<file path="src/design/gmds_ram.sv">
`timescale 1ns / 1ps
// generic single write port, single read port ram with registered read
// no dependencies

module gmds_ram #(
    parameter int WIDTH = 8,
    parameter int DEPTH = 16
) (
    input  logic                     clk,
    input  logic                     we,
    input  logic [$clog2(DEPTH)-1:0] waddr,
    input  logic [WIDTH-1:0]         wdata,
    input  logic [$clog2(DEPTH)-1:0] raddr,
    output logic [WIDTH-1:0]         rdata
);

    logic [WIDTH-1:0] mem [DEPTH];

    always_ff @(posedge clk)
    begin
        if (we)
        begin
            mem[waddr] <= wdata;
        end
        rdata <= mem[raddr];
    end

endmodule

</file>
<file path="config.mk">
export PLATFORM = sky130hd
export DESIGN_NAME = gmds_ram
export DESIGN_NICKNAME = d
export VERILOG_FILES = /design/src/design/gmds_ram.sv
export SDC_FILE = /design/constraint.sdc
export NUM_CORES = 1
export LEC_CHECK = 0
export ABC_AREA = 1
export BUFFER_PORTS_ARGS = -buffer_cell sky130_fd_sc_hd__buf_2
export CAP_MARGIN = 0
export CORE_AREA = 4 4 103 105
export DETAILED_ROUTE_END_ITERATION = 12
export DIE_AREA = 0 0 107 109
export PLACE_DENSITY = 0.88
export SLEW_MARGIN = 20
export SYNTH_ARGS = -nofsm -noshare
export SYNTH_HDL_FRONTEND = slang
export SYNTH_SLANG_ARGS = --single-unit
</file>
<file path="constraint.sdc">
create_clock -name clk -period 1.6 [get_ports clk]
set_clock_uncertainty 0.05 [all_clocks]
set_input_delay 0.32 -clock clk [delete_from_list [all_inputs] [get_ports clk]]
set_output_delay 0.32 -clock clk [all_outputs]
set_load 0.01 [all_outputs]
</file>
# [After elaboration in Yosys (flattened, before gate mapping)]
# Memories as Yosys holds them, arrays and structs flattened. A register that Yosys moved wholly into a read port is not among the register bits.
# Cells that the tools add are included.
[totals] elab_cells=3 in_bits=18 ff_bits=0 ram_bits=128 output_inout_bits=8 mem_count=1
[mem_list] memory="mem" depth=16 width=8 rd=1 rd_clocked_by_memory_dff=1 wr=1 line_no="17" text="logic [WIDTH-1:0] mem [DEPTH];"
[op_classes] muxes=2
[ops] op="two-way mux 1 bit" count=2

# [Longest topological paths before layout]
[logic_depth] depth_word=2 mapped_depth=8 depth_no_buf=7

# [Worst setup path after synthesis]
# Ideal clock, no wire load.
[synth_path] path_type="input port to flip-flop" start="input port waddr[2]" end="memory mem[10][0] (enable)" setup_ns=0.370 t_required_ns=1.180 path_slack_ns=0.279 cell_stages=2 arrival_ns=0.901 path_buffers=0 cell_sequence="nand3b_1 nor2_1"
[synth_lines] item="start: declaration" line_no="11" text="input logic [$clog2(DEPTH)-1:0] waddr,"
[synth_lines] item="end: declaration" line_no="17"
# Straight into the memory's write port.

# [Final worst setup path]
[layout_path] start="register rdata[1], read port of mem" end="output port rdata[1]"
[layout_lines] item="start: declaration" line_no="14" text="output logic [WIDTH-1:0] rdata"
# No word-level cell between the ends.

==> results.toml <==
[final_layout]
nets = 614
antenna_cells = 0
drive_gt1_frac = 0.1346
final.fill_count = 620
syn2layout_area_growth_pct = 16.79

[power_and_ir_drop]
p_int_w = 0.006647
p_sw_frac = 0.2146
power_leakage_nw = 2.959
p_seq_frac = 0.474
power_density_nw_per_um2 = 1257
switchingPower_w = 0.001816
worst_ir_drop_vdd_uv = 1021
clkPwrFrac = 0.464
comb_power_share = 0.062

[critical_path]
r2r_start = "mem[7][3]$_DFFE_PP_"
crit_buf_inv = 1
slowest_stage = "dfxtp_1"
critical_path.endpoint_type = "output pin"
crit_required_ps = 1230
crit_family = "flip-flops"
cp.depth = 1
crit_path_end = "rdata[1]"
r2r_slack_ps = 480
slowest_delay_ps = 350
cp-start-kind = "register"
arrival_ps = 1010
reg2reg_to = "rdata[3]$_DFF_P_"
path_class = "register to output pin"
startpoint = "rdata[1]$_DFF_P_"
rr_worst_depth = 6
crit_chain = "buf_2"
critPathMaxFanout = 1

[clock_tree]
clkSinkCount = 136
cts-htree-levels = 4
cts_hold_buf = 0
cts_resized = 0
cts_root_buf = "clkbuf_8"
clk_pin_slew_ps = 60
cts_buffer_depth = 2
clkLatencyLatePin_ps = 530
cts_buffers = 17
postCtsSetupBuffers = 0
tritoncts = "yes"

[sta]
setup_viol = 0
worst_pin_slew_ps = 372.9
rsz0062_at_grt = "false"
slew_viol_final = 0
setup_slack_ps = 218.7
fin_setup_tns_ps = 0
period_share = 0.8633
finalHoldViolations = 0
clock.fmax_mhz = 724.0
period_needed_ps = 1381
slew_headroom = 0.7514

[yosys]
yosysWarnings = 0
synth_largest_area_cell = "edfxtp_1"
synth_area_leaders = "edfxtp_1, nand2_1, nand3_1"
synth_cells = 551
synth_top_area_share = 0.6665
syn-num-nets = 569
syn_area_per_cell_sq_um = 10.47
synth_area_sq_um = 5767
synth-seq-area-share = 0.6943
synth.distinct_cells = 12
synth_seq_cells = 136

[detailed_routing]
ant_nets = 0
via_per_inst = 5.585
drtIter0Drc = 664
drc = 0
routed_wl_mm = 13.71
drt_first_pass_iters = 5
vias = 4144
wl_per_cell_microns = 18.48

[die]
start_util = 0.5983
io_pins = 26
design.die.area_sq_um = 11660
die_x_microns = 107
die_y_microns = 109
num_rows = 36
core_region_area_sq_um = 9639

[worst_hold_path]
hold_class = "input pin to register"

[grt]
grtUsageTotal = 0.2526
grt_first_pass_wirelength_mm = 21.49
grt_overflow_total = 0
grt_pass1_vias = 4054
grt_max_degree = 57
antenna_found_initial = 0

[placed_design]
numPortBuffers = 25
hpwl_mm = 8.044
place_congestion = 0.8416
pre_cts_ws_ps = 189.9

[run]
maxCapViolCount = 0

[run_status]
status = "completed"
[cells by family after synthesis]
| logic type | Yosys count | synth area share |
|---|---|---|
| flip-flops | 136 | 0.6943 |
| AND/OR/NAND/NOR | 289 | 0.2105 |
| buffers and inverters | 126 | 0.09525 |
[synthesized netlist by cell type]
cell type / instances
buf_1: 1
buf_2: 13
buf_4: 4
buf_6: 6
dfxtp_1: 8
edfxtp_1: 128
inv_1: 100
inv_2: 2
nand2_1: 173
nand3_1: 97
nand3b_1: 2
nor2_1: 17
[area by class of cell]
type                       count  area, sq um  share of cell area
multi-input combinational    289         1214              0.1802
inverter                     102        382.9             0.05685
clock buffer                  22        462.9             0.06873
tap                          133        166.4             0.02471
clock inverter                10        142.6             0.02118
timing repair buffer          50        362.8             0.05387
sequential                   136         4004              0.5945
[worst min-delay path, delay by kind of cell]
| kind | cells | cell delay (ps) |
|---|---|---|
| buf+inv | 1 | 170 |
| simple gates | 2 | 140 |
[registers in the layout, indices dropped and copies added (netlist names)]
register,flops
mem,128
rdata,8
[power by group through the flow]
stage | sequential (W) | clock (W) | combinational [W]
after detailed placement | 0.00408 | 0 | 0.000503
after global placement | 0.00408 | 0 | 0.000477
final | 0.00401 | 0.00393 | 0.000526
after CTS | 0.00401 | 0.00395 | 0.000518
after floorplan | 0.00409 | 0 | 0.000281
after global routing | 0.00401 | 0.00413 | 0.000571
[layer usage]
metal	up-vias	wire, microns	global-route usage
met2	299	6868	0.4155
li1	1862	-	-
met1	1946	5024	0.3163
met3	37	1399	0.06690
met5	-	0	0
met4	0	418	0.1169
[worst min-delay path by stage]
stage	startpoint	to	slack (ps)	cells after the start
after floorplan	wdata[0]	mem[0][0]$_DFFE_PP_	370	0
after global placement	mem[12][2]$_DFFE_PP_	rdata[2]$_DFF_P_	610	6
after detailed placement	mem[14][6]$_DFFE_PP_	rdata[6]$_DFF_P_	640	6
after CTS	raddr[3]	rdata[7]$_DFF_P_	90	3
after global routing	raddr[3]	rdata[7]$_DFF_P_	90	3
final	raddr[3]	rdata[7]$_DFF_P_	100	3
[cells in the final DEF, fill, tap and decap left out, drive strengths merged]
master,instances
inv,103
nand3b,2
bufinv,3
dfxtp,8
nand2,173
nand3,97
nor2,17
clkbuf,22
clkinv,5
edfxtp,128
buf,50
clkinvlp,1
[stage by stage]
| step | utilization | power (W) | hold WS [ps] | area (sq um) | instances |
|---|---|---|---|---|---|
| floorplan | - | 0.004368 | 368.9 | 5767 | 551 |
| global placement | 0.6359 | 0.004554 | 608.1 | 6130 | 710 |
| detailed placement | 0.6359 | 0.004583 | 636.2 | 6130 | 710 |
| CTS | 0.6987 | 0.008477 | 85.83 | 6735 | 742 |
| global route | 0.6987 | 0.008717 | 87.84 | 6735 | 742 |
| finish | 0.6987 | 0.008463 | 103.8 | 6735 | 742 |
No activity file was read; power rests on OpenSTA's default activity.
